## src/rtl/hgph_pkg.sv

```systemverilog
`default_nettype none
// ----------------------------------------------------------------------------
// hgph_pkg: shared types and constants
// Widths, codes, register indexes and command/status structs for the
// hysteresis-gated PID heater controller.
// ----------------------------------------------------------------------------
package hgph_pkg;

    localparam int FRAC_BITS   = 8;
    localparam int TEMP_W      = 16;
    localparam int GAIN_W      = 16;
    localparam int LIMIT_W     = 15;
    localparam int PERIOD_W    = 16;
    localparam int ERR_W       = 17;
    localparam int INTEG_W     = 17;
    localparam int DIFF_W      = 18;
    localparam int DERIV_W     = 19;
    localparam int ACC_W       = 38;
    localparam int MUL_W       = 24;
    localparam int PROD_W      = 2 * MUL_W;
    localparam int DUTY_W      = 15;
    localparam int CMP_W       = 17;
    localparam int X_W         = 22;
    localparam int CFG_IDX_W   = 3;
    localparam int CFG_DATA_W  = 16;

    // duty full scale is 100 << FRAC_BITS = 25 << (FRAC_BITS + 2)
    localparam logic [DUTY_W-1:0] FULL_DUTY   = DUTY_W'(100 << FRAC_BITS);
    localparam int                DIV_SHIFT   = FRAC_BITS + 2;
    localparam int                DIV_ODD     = 25;
    localparam int                RECIP_SHIFT = 24;
    localparam logic [19:0]       RECIP_CONST = 20'((1 << RECIP_SHIFT) / DIV_ODD);

    typedef enum logic [1:0] {
        MODE_PID      = 2'd0,
        MODE_OFF_HIGH = 2'd1,
        MODE_OFF_BAND = 2'd2
    } mode_t;

    typedef enum logic [CFG_IDX_W-1:0] {
        REG_REFERENCE = 3'd0,
        REG_UPPER     = 3'd1,
        REG_LOWER     = 3'd2,
        REG_GAIN_P    = 3'd3,
        REG_GAIN_I    = 3'd4,
        REG_GAIN_D    = 3'd5,
        REG_LIMIT     = 3'd6,
        REG_PERIOD    = 3'd7
    } cfg_idx_t;

    typedef struct packed {
        logic [TEMP_W-1:0]   reference_temp;
        logic [TEMP_W-1:0]   thresh_high;
        logic [TEMP_W-1:0]   thresh_low;
        logic [GAIN_W-1:0]   gain_p;
        logic [GAIN_W-1:0]   gain_i;
        logic [GAIN_W-1:0]   gain_d;
        logic [LIMIT_W-1:0]  integral_limit;
        logic [PERIOD_W-1:0] pwm_period;
    } cfg_t;

    typedef enum logic [2:0] {
        MUL_HOLD,
        MUL_P,
        MUL_I,
        MUL_D,
        MUL_CMP,
        MUL_RECIP,
        MUL_BACK
    } mul_sel_t;

    typedef enum logic [3:0] {
        ST_IDLE,
        ST_CLASSIFY,
        ST_MUL_P,
        ST_MUL_I,
        ST_MUL_D,
        ST_SUM,
        ST_DUTY,
        ST_CMP_MUL,
        ST_RECIP_MUL,
        ST_BACK_MUL,
        ST_CORRECT,
        ST_FINISH
    } state_t;

    typedef struct packed {
        logic     load_in;
        logic     classify;
        mul_sel_t mul_sel;
        logic     acc_load;
        logic     acc_add;
        logic     load_duty;
        logic     load_x;
        logic     load_q0;
        logic     load_cmp;
        logic     out_load;
    } cmd_t;

    typedef struct packed {
        logic pid;
        logic out_free;
    } status_t;

endpackage
`default_nettype wire

```

## src/rtl/hgph_cfg.sv

```systemverilog
`default_nettype none
// ----------------------------------------------------------------------------
// hgph_cfg: configuration register file
// Eight registers written by index over a valid/ready channel.
// ----------------------------------------------------------------------------
module hgph_cfg (
    input  wire logic                             clk,
    input  wire logic                             rst_n,
    input  wire logic                             cfg_valid,
    output logic                                  cfg_ready,
    input  wire logic [hgph_pkg::CFG_IDX_W-1:0]   cfg_index,
    input  wire logic [hgph_pkg::CFG_DATA_W-1:0]  cfg_data,
    output hgph_pkg::cfg_t                        cfg
);

    hgph_pkg::cfg_t cfg_reg;
    hgph_pkg::cfg_t cfg_next;

    assign cfg_ready = 1'b1;
    assign cfg       = cfg_reg;

    always_comb
    begin
        cfg_next = cfg_reg;
        if (cfg_valid)
        begin
            unique case (hgph_pkg::cfg_idx_t'(cfg_index))
                hgph_pkg::REG_REFERENCE: cfg_next.reference_temp  = cfg_data;
                hgph_pkg::REG_UPPER:     cfg_next.thresh_high     = cfg_data;
                hgph_pkg::REG_LOWER:     cfg_next.thresh_low      = cfg_data;
                hgph_pkg::REG_GAIN_P:    cfg_next.gain_p          = cfg_data;
                hgph_pkg::REG_GAIN_I:    cfg_next.gain_i          = cfg_data;
                hgph_pkg::REG_GAIN_D:    cfg_next.gain_d          = cfg_data;
                hgph_pkg::REG_LIMIT:
                    cfg_next.integral_limit = cfg_data[hgph_pkg::LIMIT_W-1:0];
                hgph_pkg::REG_PERIOD:    cfg_next.pwm_period      = cfg_data;
                default:                 cfg_next = cfg_reg;
            endcase
        end
    end

    always_ff @(posedge clk or negedge rst_n)
    begin
        if (!rst_n)
        begin
            cfg_reg.reference_temp  <= 16'd7680;
            cfg_reg.thresh_high     <= 16'd7680;
            cfg_reg.thresh_low      <= 16'd7629;
            cfg_reg.gain_p          <= 16'd5120;
            cfg_reg.gain_i          <= 16'd512;
            cfg_reg.gain_d          <= 16'd2560;
            cfg_reg.integral_limit  <= 15'd12800;
            cfg_reg.pwm_period      <= 16'd99;
        end
        else
        begin
            cfg_reg <= cfg_next;
        end
    end

endmodule
`default_nettype wire

```

## src/rtl/hgph_ctrl.sv

```systemverilog
`default_nettype none
// ----------------------------------------------------------------------------
// hgph_ctrl: sequencing state machine
// Steps one sample through classification, the shared multiplier and the
// output register.
// ----------------------------------------------------------------------------
module hgph_ctrl (
    input  wire logic              clk,
    input  wire logic              rst_n,
    input  wire logic              in_valid,
    output logic                   in_stall,
    input  hgph_pkg::status_t      status,
    output hgph_pkg::cmd_t         cmd
);

    hgph_pkg::state_t state_reg;
    hgph_pkg::state_t state_next;

    always_comb
    begin
        state_next = state_reg;
        unique case (state_reg)
            hgph_pkg::ST_IDLE:
                if (in_valid)
                begin
                    state_next = hgph_pkg::ST_CLASSIFY;
                end
            hgph_pkg::ST_CLASSIFY:
                state_next = status.pid ? hgph_pkg::ST_MUL_P : hgph_pkg::ST_FINISH;
            hgph_pkg::ST_MUL_P:     state_next = hgph_pkg::ST_MUL_I;
            hgph_pkg::ST_MUL_I:     state_next = hgph_pkg::ST_MUL_D;
            hgph_pkg::ST_MUL_D:     state_next = hgph_pkg::ST_SUM;
            hgph_pkg::ST_SUM:       state_next = hgph_pkg::ST_DUTY;
            hgph_pkg::ST_DUTY:      state_next = hgph_pkg::ST_CMP_MUL;
            hgph_pkg::ST_CMP_MUL:   state_next = hgph_pkg::ST_RECIP_MUL;
            hgph_pkg::ST_RECIP_MUL: state_next = hgph_pkg::ST_BACK_MUL;
            hgph_pkg::ST_BACK_MUL:  state_next = hgph_pkg::ST_CORRECT;
            hgph_pkg::ST_CORRECT:   state_next = hgph_pkg::ST_FINISH;
            hgph_pkg::ST_FINISH:
                if (status.out_free)
                begin
                    state_next = hgph_pkg::ST_IDLE;
                end
            default:                state_next = hgph_pkg::ST_IDLE;
        endcase
    end

    always_comb
    begin
        cmd      = '0;
        in_stall = (state_reg != hgph_pkg::ST_IDLE);
        unique case (state_reg)
            hgph_pkg::ST_IDLE:      cmd.load_in  = in_valid;
            hgph_pkg::ST_CLASSIFY:  cmd.classify = 1'b1;
            hgph_pkg::ST_MUL_P:     cmd.mul_sel  = hgph_pkg::MUL_P;
            hgph_pkg::ST_MUL_I:
            begin
                cmd.mul_sel  = hgph_pkg::MUL_I;
                cmd.acc_load = 1'b1;
            end
            hgph_pkg::ST_MUL_D:
            begin
                cmd.mul_sel = hgph_pkg::MUL_D;
                cmd.acc_add = 1'b1;
            end
            hgph_pkg::ST_SUM:       cmd.acc_add   = 1'b1;
            hgph_pkg::ST_DUTY:      cmd.load_duty = 1'b1;
            hgph_pkg::ST_CMP_MUL:   cmd.mul_sel   = hgph_pkg::MUL_CMP;
            hgph_pkg::ST_RECIP_MUL:
            begin
                cmd.mul_sel = hgph_pkg::MUL_RECIP;
                cmd.load_x  = 1'b1;
            end
            hgph_pkg::ST_BACK_MUL:
            begin
                cmd.mul_sel = hgph_pkg::MUL_BACK;
                cmd.load_q0 = 1'b1;
            end
            hgph_pkg::ST_CORRECT:   cmd.load_cmp = 1'b1;
            hgph_pkg::ST_FINISH:    cmd.out_load = status.out_free;
            default:                cmd = '0;
        endcase
    end

    always_ff @(posedge clk or negedge rst_n)
    begin
        if (!rst_n)
        begin
            state_reg <= hgph_pkg::ST_IDLE;
        end
        else
        begin
            state_reg <= state_next;
        end
    end

endmodule
`default_nettype wire

```

## src/rtl/hgph_dpath.sv

```systemverilog
`default_nettype none
// ----------------------------------------------------------------------------
// hgph_dpath: controller datapath
// Hysteresis classification, integral and derivative state, one shared
// signed multiplier, accumulator, duty saturation, compare scaling and the
// output register.
// ----------------------------------------------------------------------------
module hgph_dpath (
    input  wire logic                           clk,
    input  wire logic                           rst_n,
    input  hgph_pkg::cfg_t                      cfg,
    input  hgph_pkg::cmd_t                      cmd,
    output hgph_pkg::status_t                   status,
    input  wire logic [hgph_pkg::TEMP_W-1:0]    measured_temp,
    output logic                                out_valid,
    input  wire logic                           out_stall,
    output logic [hgph_pkg::DUTY_W-1:0]         duty_percent,
    output logic [hgph_pkg::CMP_W-1:0]          compare_value,
    output logic [1:0]                          regulation_mode
);

    localparam int IRAW_W = hgph_pkg::INTEG_W + 1;
    localparam int SHR_W  = hgph_pkg::ACC_W - hgph_pkg::FRAC_BITS;

    logic [hgph_pkg::TEMP_W-1:0]           m_reg;
    logic signed [hgph_pkg::ERR_W-1:0]     err_reg;
    logic signed [hgph_pkg::INTEG_W-1:0]   integ_reg;
    logic signed [hgph_pkg::DERIV_W-1:0]   deriv_reg;
    logic signed [hgph_pkg::INTEG_W-1:0]   isum_reg;
    logic signed [hgph_pkg::ERR_W-1:0]     perr_reg;
    logic signed [hgph_pkg::PROD_W-1:0]    prod_reg;
    logic signed [hgph_pkg::ACC_W-1:0]     acc_reg;
    logic [hgph_pkg::X_W-1:0]              x_reg;
    logic [hgph_pkg::CMP_W-1:0]            q0_reg;
    logic [hgph_pkg::DUTY_W-1:0]           duty_res_reg;
    logic [hgph_pkg::CMP_W-1:0]            cmp_res_reg;
    hgph_pkg::mode_t                       mode_res_reg;
    logic                                  out_valid_reg;
    logic [hgph_pkg::DUTY_W-1:0]           duty_out_reg;
    logic [hgph_pkg::CMP_W-1:0]            cmp_out_reg;
    hgph_pkg::mode_t                       mode_out_reg;

    hgph_pkg::mode_t                       mode_next;
    logic signed [hgph_pkg::ERR_W-1:0]     err_next;
    logic signed [hgph_pkg::ERR_W-1:0]     half_err;
    logic signed [IRAW_W-1:0]              integ_raw;
    logic signed [IRAW_W-1:0]              lim_pos;
    logic signed [hgph_pkg::INTEG_W-1:0]   integ_next;
    logic signed [hgph_pkg::DIFF_W-1:0]    diff;
    logic signed [hgph_pkg::DERIV_W-1:0]   deriv_next;
    logic signed [hgph_pkg::MUL_W-1:0]     mul_a;
    logic signed [hgph_pkg::MUL_W-1:0]     mul_b;
    logic signed [hgph_pkg::PROD_W-1:0]    prod_next;
    logic signed [hgph_pkg::ACC_W-1:0]     prod_acc;
    logic [SHR_W-1:0]                      acc_shr;
    logic [hgph_pkg::DUTY_W-1:0]           duty_next;
    logic [hgph_pkg::X_W-1:0]              x_next;
    logic [hgph_pkg::CMP_W-1:0]            q0_next;
    logic [hgph_pkg::X_W-1:0]              rem;
    logic [hgph_pkg::CMP_W-1:0]            cmp_next;

    // hysteresis classification, upper test first
    always_comb
    begin
        if (m_reg >= cfg.thresh_high)
        begin
            mode_next = hgph_pkg::MODE_OFF_HIGH;
        end
        else if (m_reg <= cfg.thresh_low)
        begin
            mode_next = hgph_pkg::MODE_PID;
        end
        else
        begin
            mode_next = hgph_pkg::MODE_OFF_BAND;
        end
    end

    assign err_next  = $signed({1'b0, cfg.reference_temp}) - $signed({1'b0, m_reg});
    assign half_err  = err_next >>> 1;
    assign integ_raw = IRAW_W'(isum_reg) + IRAW_W'(half_err);
    assign lim_pos   = $signed({{(IRAW_W - hgph_pkg::LIMIT_W){1'b0}}, cfg.integral_limit});

    always_comb
    begin
        priority if (integ_raw > lim_pos)
        begin
            integ_next = hgph_pkg::INTEG_W'(lim_pos);
        end
        else if (integ_raw < -lim_pos)
        begin
            integ_next = hgph_pkg::INTEG_W'(-lim_pos);
        end
        else
        begin
            integ_next = hgph_pkg::INTEG_W'(integ_raw);
        end
    end

    assign diff       = hgph_pkg::DIFF_W'(err_next) - hgph_pkg::DIFF_W'(perr_reg);
    assign deriv_next = {diff, 1'b0};

    // shared multiplier operand select
    always_comb
    begin
        mul_a = '0;
        mul_b = '0;
        unique case (cmd.mul_sel)
            hgph_pkg::MUL_P:
            begin
                mul_a = hgph_pkg::MUL_W'($signed({1'b0, cfg.gain_p}));
                mul_b = hgph_pkg::MUL_W'(err_reg);
            end
            hgph_pkg::MUL_I:
            begin
                mul_a = hgph_pkg::MUL_W'($signed({1'b0, cfg.gain_i}));
                mul_b = hgph_pkg::MUL_W'(integ_reg);
            end
            hgph_pkg::MUL_D:
            begin
                mul_a = hgph_pkg::MUL_W'($signed({1'b0, cfg.gain_d}));
                mul_b = hgph_pkg::MUL_W'(deriv_reg);
            end
            hgph_pkg::MUL_CMP:
            begin
                mul_a = hgph_pkg::MUL_W'($signed({1'b0, duty_res_reg}));
                mul_b = hgph_pkg::MUL_W'($signed({1'b0, cfg.pwm_period}) + 18'sd1);
            end
            hgph_pkg::MUL_RECIP:
            begin
                mul_a = hgph_pkg::MUL_W'($signed({1'b0, x_next}));
                mul_b = hgph_pkg::MUL_W'($signed({1'b0, hgph_pkg::RECIP_CONST}));
            end
            hgph_pkg::MUL_BACK:
            begin
                mul_a = hgph_pkg::MUL_W'($signed({1'b0, q0_next}));
                mul_b = hgph_pkg::MUL_W'(hgph_pkg::DIV_ODD);
            end
            default:
            begin
                mul_a = '0;
                mul_b = '0;
            end
        endcase
    end

    assign prod_next = mul_a * mul_b;
    assign prod_acc  = $signed(prod_reg[hgph_pkg::ACC_W-1:0]);

    // saturate duty to 0..full scale
    assign acc_shr = acc_reg[hgph_pkg::ACC_W-1:hgph_pkg::FRAC_BITS];

    always_comb
    begin
        priority if (acc_reg[hgph_pkg::ACC_W-1] || (acc_reg == '0))
        begin
            duty_next = '0;
        end
        else if (acc_shr > SHR_W'(hgph_pkg::FULL_DUTY))
        begin
            duty_next = hgph_pkg::FULL_DUTY;
        end
        else
        begin
            duty_next = acc_shr[hgph_pkg::DUTY_W-1:0];
        end
    end

    // divide by full scale: shift, reciprocal multiply, one-step correction
    assign x_next   = prod_reg[hgph_pkg::DIV_SHIFT +: hgph_pkg::X_W];
    assign q0_next  = prod_reg[hgph_pkg::RECIP_SHIFT +: hgph_pkg::CMP_W];
    assign rem      = x_reg - prod_reg[hgph_pkg::X_W-1:0];
    assign cmp_next = (rem >= hgph_pkg::X_W'(hgph_pkg::DIV_ODD)) ? q0_reg + 1'b1 : q0_reg;

    assign status.pid      = (mode_next == hgph_pkg::MODE_PID);
    assign status.out_free = !out_valid_reg || !out_stall;

    always_ff @(posedge clk)
    begin
        if (cmd.load_in)
        begin
            m_reg <= measured_temp;
        end
        if (cmd.classify)
        begin
            mode_res_reg <= mode_next;
            err_reg      <= err_next;
            integ_reg    <= integ_next;
            deriv_reg    <= deriv_next;
            if (mode_next != hgph_pkg::MODE_PID)
            begin
                duty_res_reg <= '0;
                cmp_res_reg  <= '0;
            end
        end
        if (cmd.mul_sel != hgph_pkg::MUL_HOLD)
        begin
            prod_reg <= prod_next;
        end
        if (cmd.acc_load)
        begin
            acc_reg <= prod_acc;
        end
        else if (cmd.acc_add)
        begin
            acc_reg <= acc_reg + prod_acc;
        end
        if (cmd.load_duty)
        begin
            duty_res_reg <= duty_next;
        end
        if (cmd.load_x)
        begin
            x_reg <= x_next;
        end
        if (cmd.load_q0)
        begin
            q0_reg <= q0_next;
        end
        if (cmd.load_cmp)
        begin
            cmp_res_reg <= cmp_next;
        end
        if (cmd.out_load)
        begin
            duty_out_reg <= duty_res_reg;
            cmp_out_reg  <= cmp_res_reg;
            mode_out_reg <= mode_res_reg;
        end
    end

    always_ff @(posedge clk or negedge rst_n)
    begin
        if (!rst_n)
        begin
            isum_reg      <= '0;
            perr_reg      <= '0;
            out_valid_reg <= 1'b0;
        end
        else
        begin
            if (cmd.classify)
            begin
                if (mode_next == hgph_pkg::MODE_PID)
                begin
                    isum_reg <= integ_next;
                    perr_reg <= err_next;
                end
                else
                begin
                    isum_reg <= '0;
                    perr_reg <= '0;
                end
            end
            if (cmd.out_load)
            begin
                out_valid_reg <= 1'b1;
            end
            else if (!out_stall)
            begin
                out_valid_reg <= 1'b0;
            end
        end
    end

    assign out_valid       = out_valid_reg;
    assign duty_percent    = duty_out_reg;
    assign compare_value   = cmp_out_reg;
    assign regulation_mode = mode_out_reg;

endmodule
`default_nettype wire

```

## src/rtl/hysteresis_gated_pid_heater.sv

```systemverilog
`default_nettype none
// ----------------------------------------------------------------------------
// hysteresis_gated_pid_heater: hysteresis-gated PID heater controller
// A heating sample steps through classify, the P, I, D multiplies, sum, duty,
// the compare, reciprocal and back multiplies, correction and finish; an off
// sample goes from classify to finish. One shared 24x24 multiplier is used six
// times in sequence. The next sample is taken once the last has been loaded
// into the output register, while that result may still wait there.
// Reset clears the integral and previous error and loads register defaults.
// ----------------------------------------------------------------------------
module hysteresis_gated_pid_heater (
    input  wire logic                             clk,
    input  wire logic                             rst_n,
    input  wire logic                             in_valid,
    output logic                                  in_stall,
    input  wire logic [hgph_pkg::TEMP_W-1:0]      measured_temp,
    output logic                                  out_valid,
    input  wire logic                             out_stall,
    output logic [hgph_pkg::DUTY_W-1:0]           duty_percent,
    output logic [hgph_pkg::CMP_W-1:0]            compare_value,
    output logic [1:0]                            regulation_mode,
    input  wire logic                             cfg_valid,
    output logic                                  cfg_ready,
    input  wire logic [hgph_pkg::CFG_IDX_W-1:0]   cfg_index,
    input  wire logic [hgph_pkg::CFG_DATA_W-1:0]  cfg_data
);

    hgph_pkg::cfg_t    cfg;
    hgph_pkg::cmd_t    cmd;
    hgph_pkg::status_t status;

    hgph_cfg u_cfg (
        .clk       (clk),
        .rst_n     (rst_n),
        .cfg_valid (cfg_valid),
        .cfg_ready (cfg_ready),
        .cfg_index (cfg_index),
        .cfg_data  (cfg_data),
        .cfg       (cfg)
    );

    hgph_ctrl u_ctrl (
        .clk      (clk),
        .rst_n    (rst_n),
        .in_valid (in_valid),
        .in_stall (in_stall),
        .status   (status),
        .cmd      (cmd)
    );

    hgph_dpath u_dpath (
        .clk             (clk),
        .rst_n           (rst_n),
        .cfg             (cfg),
        .cmd             (cmd),
        .status          (status),
        .measured_temp   (measured_temp),
        .out_valid       (out_valid),
        .out_stall       (out_stall),
        .duty_percent    (duty_percent),
        .compare_value   (compare_value),
        .regulation_mode (regulation_mode)
    );

`ifndef SYNTH
    a_off_zero: assert property (@(posedge clk) disable iff (!rst_n)
        (out_valid && (regulation_mode != hgph_pkg::MODE_PID))
            |-> ((duty_percent == '0) && (compare_value == '0)))
        else $error("off result carries nonzero duty or compare");

    a_duty_range: assert property (@(posedge clk) disable iff (!rst_n)
        out_valid |-> (duty_percent <= hgph_pkg::FULL_DUTY))
        else $error("duty above full scale");

    a_busy_after_accept: assert property (@(posedge clk) disable iff (!rst_n)
        (in_valid && !in_stall) |=> in_stall)
        else $error("second sample taken while one is in flight");
`endif

endmodule
`default_nettype wire

```

## config.mk

```make
export PLATFORM = sky130hd
export DESIGN_NAME = hysteresis_gated_pid_heater
export DESIGN_NICKNAME = d
export VERILOG_FILES = /design/src/rtl/hgph_pkg.sv /design/src/rtl/hgph_cfg.sv /design/src/rtl/hgph_ctrl.sv /design/src/rtl/hgph_dpath.sv /design/src/rtl/hysteresis_gated_pid_heater.sv
export SDC_FILE = /design/constraint.sdc
export NUM_CORES = 2
export LEC_CHECK = 0
export ABC_AREA = 1
export ABC_CLOCK_PERIOD_IN_PS = 7800
export BUFFER_PORTS_ARGS = -buffer_cell sky130_fd_sc_hd__clkbuf_2
export CAP_MARGIN = 5
export CORE_ASPECT_RATIO = 0.8
export CORE_MARGIN = 2
export CORE_UTILIZATION = 35
export CTS_BUF_LIST = sky130_fd_sc_hd__clkbuf_8
export DETAILED_ROUTE_END_ITERATION = 12
export GPL_TIMING_DRIVEN = 0
export HOLD_SLACK_MARGIN = 0.12
export PLACE_DENSITY = 0.51
export SLEW_MARGIN = 25
export SYNTH_ARGS = -nofsm -noshare
export SYNTH_HDL_FRONTEND = slang
export SYNTH_SLANG_ARGS = --single-unit
```

## constraint.sdc

```tcl
create_clock -name clk -period 7.8 [get_ports clk]
set_input_delay 0 -clock clk [delete_from_list [all_inputs] [get_ports clk]]
set_output_delay 0 -clock clk [all_outputs]
set_load 0.1 [all_outputs]
```

* Yosys cells after proc, flatten, opt, wreduce, memory -nomap -nowiden *
Index checks and enable logic that the tools add are counted.

word-level totals
  bits in registers = 420
  output and inout bits = 37
  word-level logic and storage cells = 131

cells by class
  add/sub/neg operators = 8
  multiply operators = 1
  magnitude comparators = 6
  eq/ne operators = 27
  multiplexer cells = 35
  reduce and logical (&&, ||, !) cells = 28

operators with widths
  kind                                                                                count
  24-bit one-hot mux with 6 select lines                                              1
  17-bit 2-to-1 mux                                                                   8
  22-bit one-hot mux with 6 select lines                                              1
  38-bit 2-to-1 mux                                                                   2
  15-bit 2-to-1 mux                                                                   5
  4-bit one-hot mux with 12 select lines                                              1
  23-bit by 24-bit multiplier with 41-bit output                                      1
  38-bit adder                                                                        1
  38-bit logical NOT                                                                  1
  30-bit by 15-bit greater-than comparator with 1-bit output (second input constant)  1
  22-bit by 5-bit >= comparator with 1-bit output (second input constant)             1
  2-bit AND reduction                                                                 11
  22-bit subtractor                                                                   1
  3-bit equality test (second input constant)                                         7
  17-bit by 16-bit adder with 18-bit output                                           1
  18-bit by 16-bit greater-than comparator with 1-bit output                          1
  18-bit < comparator                                                                 1
  15-bit negator with 18-bit output                                                   1
  3-bit one-hot mux with 6 select lines                                               1
  17-bit by 17-bit subtractor with 18-bit output                                      1
  16-bit by 1-bit adder with 17-bit output (second input constant)                    1
  17-bit by 1-bit adder with 17-bit output (second input constant)                    1
  16-bit by 16-bit subtractor with 17-bit output                                      1
  4-bit by 3-bit equality test with 1-bit output (second input constant)              4
  other kinds (21)                                                                    50

* Longest topological paths before layout *
  depth after elaboration = 7
  gate-level depth with buffers = 43
  depth with buffers taken out = 42

* Cells and area by module *
From an unflattened synthesis, not the netlist that was laid out.

unflattened totals
  cell total of the unflattened synthesis = 5245
  area total of the unflattened synthesis = 43103.8 µm²

by module, submodules not included
  module      instances  cells an instance  area an instance (µm²)
  hgph_dpath  1          4612               37719.9
  hgph_cfg    1          576                5058.6
  hgph_ctrl   1          57                 325.3

* Worst setup path after synthesis *
No wires, ideal clock.

  path type = register -> register
  start point = reg u_ctrl.state_reg[3]
  end point = reg u_dpath.prod_reg[38] in the netlist's numbering, data pin
  library setup time = 0.259 ns
  arrival time = 7.473 ns
  data required time = 7.541 ns
  setup slack = 0.068 ns
  stages on the path, launching flop included = 28
  path buffers = 1
  clock period less this slack = 7.732 ns
  cell sequence = dfrtp_1 -> inv_1 -> nor2_4 -> nand2_2 -> clkinv_1 -> a22o_1 -> nor4_2 -> buf_2 -> nor2_1 -> fa_1 -> fa_1 -> inv_1 -> fa_1 -> inv_1 -> fa_1 -> fa_1 -> fa_1 -> inv_1 -> fa_1 -> inv_1 -> ha_1 -> nand2_1 -> nor2_1 -> inv_1 -> nor4_1 -> nand3_1 -> nand3_1 -> xor2_1

on the way
  word-level cells in the longest chain between the ends = 5
  elaborated cells between the ends (all ways) = 16
  those cells by class = mul (1); eq/ne (12); mux (3)

ends and longest elaborated chain
  item                                                                                                     RTL line           source
  from (decl)                                                                                              hgph_ctrl.sv:16    hgph_pkg::state_t state_reg;
  from (signal assigned)                                                                                   hgph_ctrl.sv:89    state_reg <= hgph_pkg::ST_IDLE;
  from (signal assigned)                                                                                   hgph_ctrl.sv:93    state_reg <= state_next;
  4-bit equality test (tied with other cells)                                                              hgph_ctrl.sv:52    unique case (state_reg)
  3-bit one-hot mux with 6 select lines *                                                                  hgph_ctrl.sv:52
  3-bit equality test (tied with other cells)                                                              hgph_dpath.sv:108  unique case (cmd.mul_sel)
  22-bit one-hot mux with 6 select lines / 24-bit one-hot mux with 6 select lines (equally long branches)  hgph_dpath.sv:108
  23-bit by 24-bit multiplier with 41-bit output *                                                         hgph_dpath.sv:147  assign prod_next = mul_a * mul_b;
  named net u_dpath.prod_next (one bit)                                                                    hgph_dpath.sv:53   logic signed [hgph_pkg::PROD_W-1:0] prod_next;
  to (signal assigned)                                                                                     hgph_dpath.sv:198  prod_reg <= prod_next;
  to (decl)                                                                                                hgph_dpath.sv:31   logic signed [hgph_pkg::PROD_W-1:0] prod_reg;

Mark *: on every way through the listed nets, which the timed path passes. The rest lies on a longest branch.
A chain may end at the register's enable or synchronous reset.

* Final worst setup path *
  start point = reg u_cfg.cfg_reg (netlist bit u_cfg.cfg[0])
  end point = reg u_dpath.prod_reg[35] in the netlist's numbering, data pin

on the way
  word-level cells in the longest chain between the ends = 3

ends and longest elaborated chain
  item                                            RTL line           source
  from (decl)                                     hgph_cfg.sv:16     hgph_pkg::cfg_t cfg_reg;
  from (signal assigned)                          hgph_cfg.sv:57     cfg_reg <= cfg_next;
  16-bit by 1-bit adder with 17-bit output        hgph_dpath.sv:127  mul_b = hgph_pkg::MUL_W'($signed({1'b0, cfg.pwm_period}) + 18'sd1);
  24-bit one-hot mux with 6 select lines          hgph_dpath.sv:108
  23-bit by 24-bit multiplier with 41-bit output  hgph_dpath.sv:147
  named net u_dpath.prod_next (one bit)           hgph_dpath.sv:53

The timed path passes the listed nets, and every way through them passes these cells.

==> reports/results.ini <==
[run_status]
status=complete, but fails checks
violations=negative setup slack

[route]
drt_wl_total_um=147600
vias=35361
first_pass_iters=7
drc=0
viasPerCell=4.892
wl_per_cell_um=20.42
dr.first_iter.drc_count=2650
antenna_left=0

[setup_path]
path_delay_family=adder cells
reg2reg_from=u_cfg.cfg[0]
cp.arrival_ns=8.46
cp-startpoint=u_cfg.cfg[0]
r2r_slack_ns=-0.19
path_max_fanout=4
critPathSlowestCell=fa_1
rr_worst_depth=39
crit_required_ns=8.27
worst_setup_path_end_kind=register
critical_path_class=reg2reg
crit_top_cell=inv_2
reg2reg_to=u_dpath.prod_reg[35]
cp_num_buf_inv=10
crit_cells=39
crit_end=u_dpath.prod_reg[35]
start_kind=register
max_stage_delay_ns=0.63

[placed_design]
numPlacedInstances=6858
postPlaceCellArea_um2=45480
gp_congestion=0.9692
io_buffer_count=75
hpwl_um=117400

[global_route]
grt_pass1_wl_um=222300
grt_max_degree=63
grt_use_total=0.2382
grt_pass1_vias=35741
grt_antenna_before_repair=8
grt_remaining_overflow=0

[timing]
slew_violations=0
fin_crit_ns=7.986
worst_pin_slew_ns=1.163
rsz0062_at_grt=yes
finalCritPeriodShare=1.024
fmax_ghz=0.1252
finalSetupViolCount=13
layout_setup_ws_ns=-0.1861
finClkSkew_ns=0.05396
slew_headroom=0.2193
final_hold_viol_count=0

[finish]
layout.area.seq_um2=11820
multi_input_area_um2=27620
stdcell_area_um2=50740
largest_register_ff_count=127
layout.nets=6358
synthToLayoutAreaGrowth_pct=19.11
layout.cells.non_filler=7229
fill_cells=12274
drive_above_1_share=0.1372

[cts]
path_clk_slew_ns=0.07
cts_tree=done
cts_made_buffers=69
cts_max_level=3
cts_buffer_depth=3
clock-sinks=420
cts_root_buffer=clkbuf_8
clk_latency_ns=0.77

[synthesis]
ys_warn_count=0
ys_ff_latch=420
synthCells=5086
ys.flop_type=edfxtp_1
async_reset_ff_frac=0.3952
syn_avg_cell_area_um2=8.376
synth_edf_count=254
synth_cell_types=65
yosysSeqAreaShare=0.2774
synth_area_um2=42600

[floorplan]
die_w_um=394.1
rows=114
io_pins=77
fp.coreArea_um2=120800
fp.dieH_um=316.1
start_util=0.3526
dieArea_um2=124500

[worst_hold_path]
hold_start=cfg_data[15]
holdCritPathClass=in2reg

[job]
maxCapViolCount=0

[cell families (layout without fill, tap and decap cells)]
kind of cell	count (synthesis)	after routing	synth area share
AO/OA/AOI/OAI	646	646	0.08538
XOR/XNOR	129	129	0.02684
adder cells (fa/ha/maj)	771	771	0.3107
buffers and inverters	1266	1718	0.1142
flip-flops	420	420	0.2774
other	2	68	0.0001763
AND/OR/NAND/NOR	1852	1853	0.1854
[cell usage after synthesis (all sizes together) (3+ instances only)]
cell type | instances | area (um^2)
and3 | 5 | 31.28
clkbuf | 42 | 157.7
buf | 58 | 330.3
nor3 | 39 | 232.7
a31oi | 24 | 150.1
fa | 478 | 9569
nand2 | 1104 | 4189
a21oi | 221 | 1110
nand3 | 185 | 940.9
a22o | 17 | 148.9
o21ai | 287 | 1436
o221ai | 6 | 52.55
dfstp | 29 | 762.0
clkinv | 7 | 26.28
nor2 | 389 | 1530
nor4 | 28 | 302.8
o31ai | 6 | 58.81
o2111ai | 3 | 26.28
ha | 293 | 3666
xor2 | 79 | 691.9
inv | 1159 | 4350
edfxtp | 254 | 7627
and2 | 16 | 100.1
a221oi | 11 | 96.34
o21a | 6 | 45.04
a21boi | 9 | 67.57
o22ai | 10 | 62.56
xnor2 | 49 | 429.2
o211ai | 13 | 107.6
nand4 | 61 | 402.9
dfrtp | 137 | 3428
o21bai | 8 | 60.06
nand3b | 8 | 60.06
or2 | 17 | 106.4
a21o | 15 | 112.6
a211oi | 4 | 35.03
[layout make-up]
type / instances / share of cell area
plain buffers: 99 / 0.01332
repair buffers: 326 / 0.05575
clock buffers: 75 / 0.02034
well taps: 1624 / 0.04004
clock inverters: 52 / 0.005573
diodes: 2 / 0.00009863
flip-flops and latches: 420 / 0.2330
inverters: 1166 / 0.08758
multi-input cells: 3465 / 0.5443
[tightest hold or removal path: stages]
cell and delay, ns:
dlygate4sd3_1 0.53, clkbuf_2 0.12, inv_1 0.15, o21ai_0 0.19
[what timing repair did]
item	CTS	global route
hold buffers	96	0
gates cloned	2	1
endpoints found under the hold margin	325	0
buffers inserted	112	32
pin swaps	110	66
setup endpoints to repair	31	26
resized for setup	311	133
[through the flow]
| step | hold slack, ns | TNS, ns | setup WS (ns) | util |
|---|---|---|---|---|
| 5_1_grt | 0.2698 | -5.640 | -0.4020 | 0.4200 |
| 6_report | 0.2586 | -1.105 | -0.1861 | 0.4200 |
| 3_3_place_gp | 0.1765 | -49.86 | -2.275 | 0.3745 |
| 2_1_floorplan | -0.2956 | 0 | 0.06800 | - |
| 4_1_cts | 0.2056 | -0.4026 | -0.06709 | 0.4134 |
| 3_5_place_dp | 0.01835 | -32.28 | -1.663 | 0.3764 |
[placed cells by master, fill, tap and decap left out, types with 31 or more instances in the layout]
cell type      Yosys  layout
a21oi_1          220     196
buf_4             13     138
buf_6              2      31
clkbuf_1          42      39
clkbuf_2           0      74
clkbuf_8           0      76
conb_1             2      66
dfrtp_1          137     134
dlygate4sd3_1      0      95
edfxtp_1         254     254
fa_1             478     450
ha_1             293     268
inv_1           1146    1141
inv_2             13      42
nand2_1         1088    1049
nand2_2           15      39
nand3_1          182     171
nand4_1           59      59
nor2_1           373     326
nor2_2            10      35
o21ai_0          284     265
xnor2_1           49      47
xor2_1            79      70
[per-layer routing]
layer	wire [um]	track usage	vias up
met4	4073	0.06600	2
met2	64320	0.3688	991
li1	-	-	16763
met3	10330	0.05159	196
met1	68870	0.3368	17409
met5	12	0	-
[worst min-delay path by stage]
stage,to,slack (ns),cells past startpoint
floorplan,u_cfg.cfg[100],-0.30,0
global placement,u_dpath.m_reg[9],0.18,1
detailed placement,u_cfg.cfg[108],0.02,1
CTS,u_cfg.cfg[110],0.21,4
global route,u_cfg.cfg[62],0.27,4
finish,u_cfg.cfg[110],0.26,4
Power is not shown: default switching activity piles up to over one toggle a cycle in this logic, so the estimate is an artifact.
